--- config.mk ---
export PLATFORM = sky130hd
export DESIGN_NAME = sorted_priority_queue
export DESIGN_NICKNAME = d
export VERILOG_FILES = /design/src/spq_pkg.sv /design/src/spq_cell.sv /design/src/sorted_priority_queue.sv
export SDC_FILE = /design/constraint.sdc
export NUM_CORES = 2
export LEC_CHECK = 0
export BUFFER_PORTS_ARGS = -buffer_cell sky130_fd_sc_hd__buf_4
export CAP_MARGIN = 20
export CORE_MARGIN = 5
export CORE_UTILIZATION = 45
export CTS_BUF_LIST = sky130_fd_sc_hd__clkbuf_4 sky130_fd_sc_hd__clkbuf_8 sky130_fd_sc_hd__clkbuf_16
export CTS_CLUSTER_DIAMETER = 80
export DETAILED_ROUTE_END_ITERATION = 8
export GPL_ROUTABILITY_DRIVEN = 1
export GPL_TIMING_DRIVEN = 0
export PLACE_DENSITY = 0.57
export REMOVE_ABC_BUFFERS = 1
export SKIP_LAST_GASP = 1
export SLEW_MARGIN = 20
export SYNTH_ARGS = -nofsm -noshare
export SYNTH_HDL_FRONTEND = slang
export SYNTH_HIERARCHICAL = 1
export SYNTH_SLANG_ARGS = --single-unit
--- constraint.sdc ---
create_clock -name i_clk -period 13.7 [get_ports i_clk]
set_clock_uncertainty 0.1 [all_clocks]
set_input_delay 1.37 -clock i_clk [delete_from_list [all_inputs] [get_ports i_clk]]
set_output_delay 1.37 -clock i_clk [all_outputs]
set_load 0.01 [all_outputs]
--- src/spq_pkg.sv ---
// shared types, constants and helpers for the sorted priority queue
package spq_pkg;

    localparam int DEPTH     = 16;
    localparam int PRI_WIDTH = 8;
    localparam int CNT_W     = $clog2(DEPTH + 1);
    localparam int DATA_W    = 32;
    localparam int PRI_FIELD_W = 8;

    typedef enum logic [1:0] {
        OP_ENQ  = 2'd0,
        OP_DEQ  = 2'd1,
        OP_PEEK = 2'd2
    } t_opcode;

    typedef enum logic [1:0] {
        ST_OK    = 2'd0,
        ST_UNDER = 2'd1,
        ST_OVER  = 2'd2
    } t_status;

    typedef logic [PRI_WIDTH-1:0] t_prio;

    typedef struct packed {
        logic signed [DATA_W-1:0] data;
        t_prio                    prio;
    } t_entry;

    typedef struct packed {
        t_opcode                  opcode;
        logic signed [DATA_W-1:0] data_in;
        logic [PRI_FIELD_W-1:0]   priority_in;
    } t_in;

    typedef struct packed {
        t_status                  status;
        logic signed [DATA_W-1:0] data_out;
        logic [PRI_FIELD_W-1:0]   priority_out;
        logic [CNT_W-1:0]         occupancy;
    } t_out;

    // per-cycle command broadcast to every cell
    typedef struct packed {
        logic   enq;
        logic   deq;
        t_entry ins;
    } t_cell_ctl;

    // priority field to stored priority, upper bits masked off
    function automatic t_prio pri_from_field(input logic [PRI_FIELD_W-1:0] f);
        t_prio r;
        r = '0;
        for (int b = 0; b < PRI_WIDTH; b++) begin
            if (b < PRI_FIELD_W) begin
                r[b] = f[b];
            end
        end
        return r;
    endfunction

    // stored priority back to the field width
    function automatic logic [PRI_FIELD_W-1:0] pri_to_field(input t_prio p);
        logic [PRI_FIELD_W-1:0] r;
        r = '0;
        for (int b = 0; b < PRI_FIELD_W; b++) begin
            if (b < PRI_WIDTH) begin
                r[b] = p[b];
            end
        end
        return r;
    endfunction

endpackage

--- src/spq_cell.sv ---
// one slot of the sorted register chain
module spq_cell (
    input  logic               i_clk,
    input  spq_pkg::t_cell_ctl i_ctl,
    input  logic               i_occ,
    input  spq_pkg::t_entry    i_prev_entry,
    input  logic               i_prev_after,
    input  spq_pkg::t_entry    i_next_entry,
    output spq_pkg::t_entry    o_entry,
    output logic               o_after
);

    spq_pkg::t_entry r_entry;
    spq_pkg::t_entry n_entry;

    // new entry lands at or before this slot
    assign o_after = !(i_occ && (r_entry.prio <= i_ctl.ins.prio));
    assign o_entry = r_entry;

    always_comb begin
        n_entry = r_entry;
        if (i_ctl.enq && o_after) begin
            n_entry = i_prev_after ? i_prev_entry : i_ctl.ins;
        end else if (i_ctl.deq) begin
            n_entry = i_next_entry;
        end
    end

    always_ff @(posedge i_clk) begin
        r_entry <= n_entry;
    end

endmodule

--- src/sorted_priority_queue.sv ---
// sorted priority queue built as a chain of register cells
//
//   channel   valid        ready        payload
//   input     i_in_valid   o_in_ready   i_in_data  (opcode, data_in, priority_in)
//   output    o_out_valid  i_out_ready  o_out_data (status, data_out, priority_out, occupancy)
//
// every cell compares against the new priority in parallel and shifts toward
// the back (enqueue) or the front (dequeue) in the same cycle. the result sits
// in an output register; a new transaction is taken whenever that register is
// empty or being drained. reset clears the occupancy count and the output
// valid; cell contents are not reset.
module sorted_priority_queue (
    input  logic          i_clk,
    input  logic          i_rst_n,
    input  logic          i_in_valid,
    output logic          o_in_ready,
    input  spq_pkg::t_in  i_in_data,
    output logic          o_out_valid,
    input  logic          i_out_ready,
    output spq_pkg::t_out o_out_data
);

    localparam int D = spq_pkg::DEPTH;

    logic [spq_pkg::CNT_W-1:0] r_count;
    logic [spq_pkg::CNT_W-1:0] n_count;
    logic                      r_out_valid;
    spq_pkg::t_out             r_out;
    spq_pkg::t_out             w_res;
    spq_pkg::t_cell_ctl        w_ctl;
    logic                      w_take;
    logic                      w_full;
    logic                      w_empty;

    spq_pkg::t_entry w_entry      [D];
    logic            w_after      [D];
    spq_pkg::t_entry w_prev_entry [D];
    logic            w_prev_after [D];
    spq_pkg::t_entry w_next_entry [D];
    logic            w_occ        [D];

    // output register frees up when empty or drained this cycle
    assign o_in_ready  = !r_out_valid || i_out_ready;
    assign w_take      = i_in_valid && o_in_ready;
    assign o_out_valid = r_out_valid;
    assign o_out_data  = r_out;

    assign w_full  = (r_count == spq_pkg::CNT_W'(D));
    assign w_empty = (r_count == '0);

    // decode the operation, build the cell command and the result
    always_comb begin
        w_ctl.enq          = 1'b0;
        w_ctl.deq          = 1'b0;
        w_ctl.ins.data     = i_in_data.data_in;
        w_ctl.ins.prio     = spq_pkg::pri_from_field(i_in_data.priority_in);
        n_count            = r_count;
        w_res.status       = spq_pkg::ST_OK;
        w_res.data_out     = '0;
        w_res.priority_out = '0;
        case (i_in_data.opcode)
            spq_pkg::OP_ENQ: begin
                if (w_full) begin
                    w_res.status = spq_pkg::ST_OVER;
                end else begin
                    w_ctl.enq = w_take;
                    n_count   = r_count + 1'b1;
                end
            end
            spq_pkg::OP_DEQ, spq_pkg::OP_PEEK: begin
                if (w_empty) begin
                    w_res.status = spq_pkg::ST_UNDER;
                end else begin
                    w_res.data_out     = w_entry[0].data;
                    w_res.priority_out = spq_pkg::pri_to_field(w_entry[0].prio);
                    if (i_in_data.opcode == spq_pkg::OP_DEQ) begin
                        w_ctl.deq = w_take;
                        n_count   = r_count - 1'b1;
                    end
                end
            end
            default: begin
                // unused code: no operation, report current count
            end
        endcase
        w_res.occupancy = n_count;
    end

    // cell chain with neighbor links; front is cell 0
    for (genvar g = 0; g < D; g++) begin : g_cell
        assign w_occ[g] = (spq_pkg::CNT_W'(g) < r_count);

        if (g == 0) begin : g_front
            assign w_prev_entry[g] = '0;
            assign w_prev_after[g] = 1'b0;
        end else begin : g_mid
            assign w_prev_entry[g] = w_entry[g-1];
            assign w_prev_after[g] = w_after[g-1];
        end

        if (g == D - 1) begin : g_back
            assign w_next_entry[g] = '0;
        end else begin : g_inner
            assign w_next_entry[g] = w_entry[g+1];
        end

        spq_cell u_cell (
            .i_clk        (i_clk),
            .i_ctl        (w_ctl),
            .i_occ        (w_occ[g]),
            .i_prev_entry (w_prev_entry[g]),
            .i_prev_after (w_prev_after[g]),
            .i_next_entry (w_next_entry[g]),
            .o_entry      (w_entry[g]),
            .o_after      (w_after[g])
        );
    end

    // occupancy count and output valid
    always_ff @(posedge i_clk) begin
        if (!i_rst_n) begin
            r_count     <= '0;
            r_out_valid <= 1'b0;
        end else begin
            if (w_take) begin
                r_count     <= n_count;
                r_out_valid <= 1'b1;
            end else if (i_out_ready) begin
                r_out_valid <= 1'b0;
            end
        end
    end

    // result payload
    always_ff @(posedge i_clk) begin
        if (w_take) begin
            r_out <= w_res;
        end
    end

endmodule

==> results.sh <==
export IMPL_grt_pass1_vias=24400
export IMPL_path_class="in2reg"
export IMPL_syn_inst=2916
export IMPL_syn_to_final_growth_pct=10.3
export IMPL_drive_gt1_share_pct=47.7
export IMPL_gp_congestion=0.814
export IMPL_avgViaCountPerCell=5.27
export IMPL_setup_viol=0
export IMPL_tightest_slew_ns=1.03
export IMPL_endpoint_kind="flop"
export IMPL_hold_violations=0
export IMPL_vdd_drop_max_v=0.0000871
export IMPL_maxSlewHeadroom_pct=31.1
export IMPL_rsz0062_at_grt="no"
export IMPL_cts_sinks=693
export IMPL_syn_area_um2=43100
export IMPL_multi_input_area_um2=20900
export IMPL_clock_latency_ns=0.61
export IMPL_cts_resized_gates=0
export IMPL_vias=22900
export IMPL_clock_path_buffers=3
export IMPL_cts_made_buffers=80
export IMPL_grt_max_degree=49
export IMPL_seq_area_um2=20700
export IMPL_maxSlewViolCount=0
export IMPL_diodes=0
export IMPL_synth_warnings=6
export IMPL_finalCriticalPeriod_ns=4.58
export IMPL_wl_um=90700
export IMPL_die_w_um=319
export IMPL_final_nets=3210
export IMPL_setup_tns_final_ns=0
export IMPL_nFillCells=8103
export IMPL_globalRouteTotalUtil_pct=17.3
export IMPL_worstPathMaxFanout=41
export IMPL_startpoint_type="input port"
export IMPL_cts_tree="yes"
export IMPL_ios=95
export IMPL_power_density_nw_per_um2=108
export IMPL_syn_area_per_cell_um2=14.8
export IMPL_cp_data_arrival_time_ns=4.70
export IMPL_grt_pass1_wl_um=144000
export IMPL_drtIter0Drc=1356
export IMPL_final_period_utilization_pct=33.4
export IMPL_fmax_ghz=0.218
export IMPL_cts_root_buf="clkbuf_16"
export IMPL_h_tree_depth=3
export IMPL_first_pass_iters=5
export IMPL_post_dp_hpwl_um=65600
export IMPL_coreArea_um2=95000
export IMPL_ant_nets=0
export IMPL_cp_required_ns=13.82
export IMPL_die_y_um=319
export IMPL_maxCapViolations=0
export IMPL_initial_core_util_pct=45.3
export IMPL_path_clk_slew_ns=0.06
export IMPL_cts_hold_buf=0
export IMPL_fin_ws_ns=9.12
export IMPL_pre_cts_ws_ns=8.41
export IMPL_p_leak_nw=18.6
export IMPL_fin_cells=4350
export IMPL_grt_antenna_before_repair=1
export IMPL_placed_cells=4212
export IMPL_floorplan_die_area_um2=102000
export IMPL_wl_per_cell_um=20.8
export IMPL_io_buffers=94
export IMPL_gr_total_overflow=0
export IMPL_cts_setup_buffers=0
export IMPL_hold_class="reg2reg"
export IMPL_route_detailed_drc=0
export IMPL_fp_row_count=113
export IMPL_status="finished clean"
## per-stage QoR
step	cell area [um2]	utilization [%]	power [mW]	hold WS, ns
6_report	47500	50.0	5.11	0.440
3_5_place_dp	44900	47.3	3.06	0.436
2_1_floorplan	42200	-	2.89	0.425
3_3_place_gp	44500	46.9	3.04	0.429
4_1_cts	47500	50.0	5.18	0.448
5_1_grt	47500	50.0	5.33	0.461
## sequential cells by signal, indices dropped and copies added, names as in the netlist
name and count:
g_cell.u_cell/o_entry 640, o_out_data 47, o_out_valid 1, r_count 5
## worst max-delay path: stages
cell and delay, ns:
buf_4 0.07, nand2b_1 0.12, nand2_1 0.21, inv_2 0.42, and3_2 0.71, o211a_4 0.81
or2_2 0.90
## placed cells by master, fill, tap and decap left out, drive strengths merged, types with 8 or more instances in the layout
| cell | n |
|---|---|
| a211oi | 16 |
| a21oi | 35 |
| and3 | 42 |
| buf | 112 |
| clkbuf | 105 |
| clkinv | 26 |
| conb | 82 |
| edfxtp | 687 |
| ha | 135 |
| inv | 170 |
| mux2 | 1168 |
| nand2 | 148 |
| nand3 | 18 |
| nand4 | 17 |
| nor2 | 8 |
| nor2b | 32 |
| nor3 | 19 |
| o211a | 18 |
| o21ai | 164 |
| o21bai | 22 |
| or2 | 16 |
## power breakdown
part | internal (mW) | switching, mW | total [mW]
clock | 1.24 | 0.850 | 2.09
combinational | 0.283 | 0.260 | 0.543
sequential | 2.43 | 0.0431 | 2.47
## cell type report
type / count / share of cell area (%)
multi-input cells: 1972 / 44.0
flip-flops and latches: 693 / 43.7
clock buffers: 105 / 4.73
well taps: 1265 / 3.33
repair buffers: 112 / 2.31
inverters: 170 / 1.34
clock inverters: 33 / 0.630
## layer usage
metal  global-route usage [%]  wire (um)
met2                     27.6      40300
met1                     25.0      45100
met3                     2.60       3690
met4                     4.38       1580
met5                        0          0
## path summary, 6_finish.rpt
check | startpoint | slack, ns | cells after the start | end
worst max-delay path | i_out_ready | 9.12 | 7 | g_cell[3].u_cell/o_entry[25]
worst min-delay path | o_out_valid | 0.44 | 2 | o_out_valid
worst max register to register | r_count[1] | 9.54 | 6 | g_cell[3].u_cell/o_entry[25]
worst min register to register | o_out_valid | 0.44 | 2 | o_out_valid
Power figures use the tool's default switching activity.
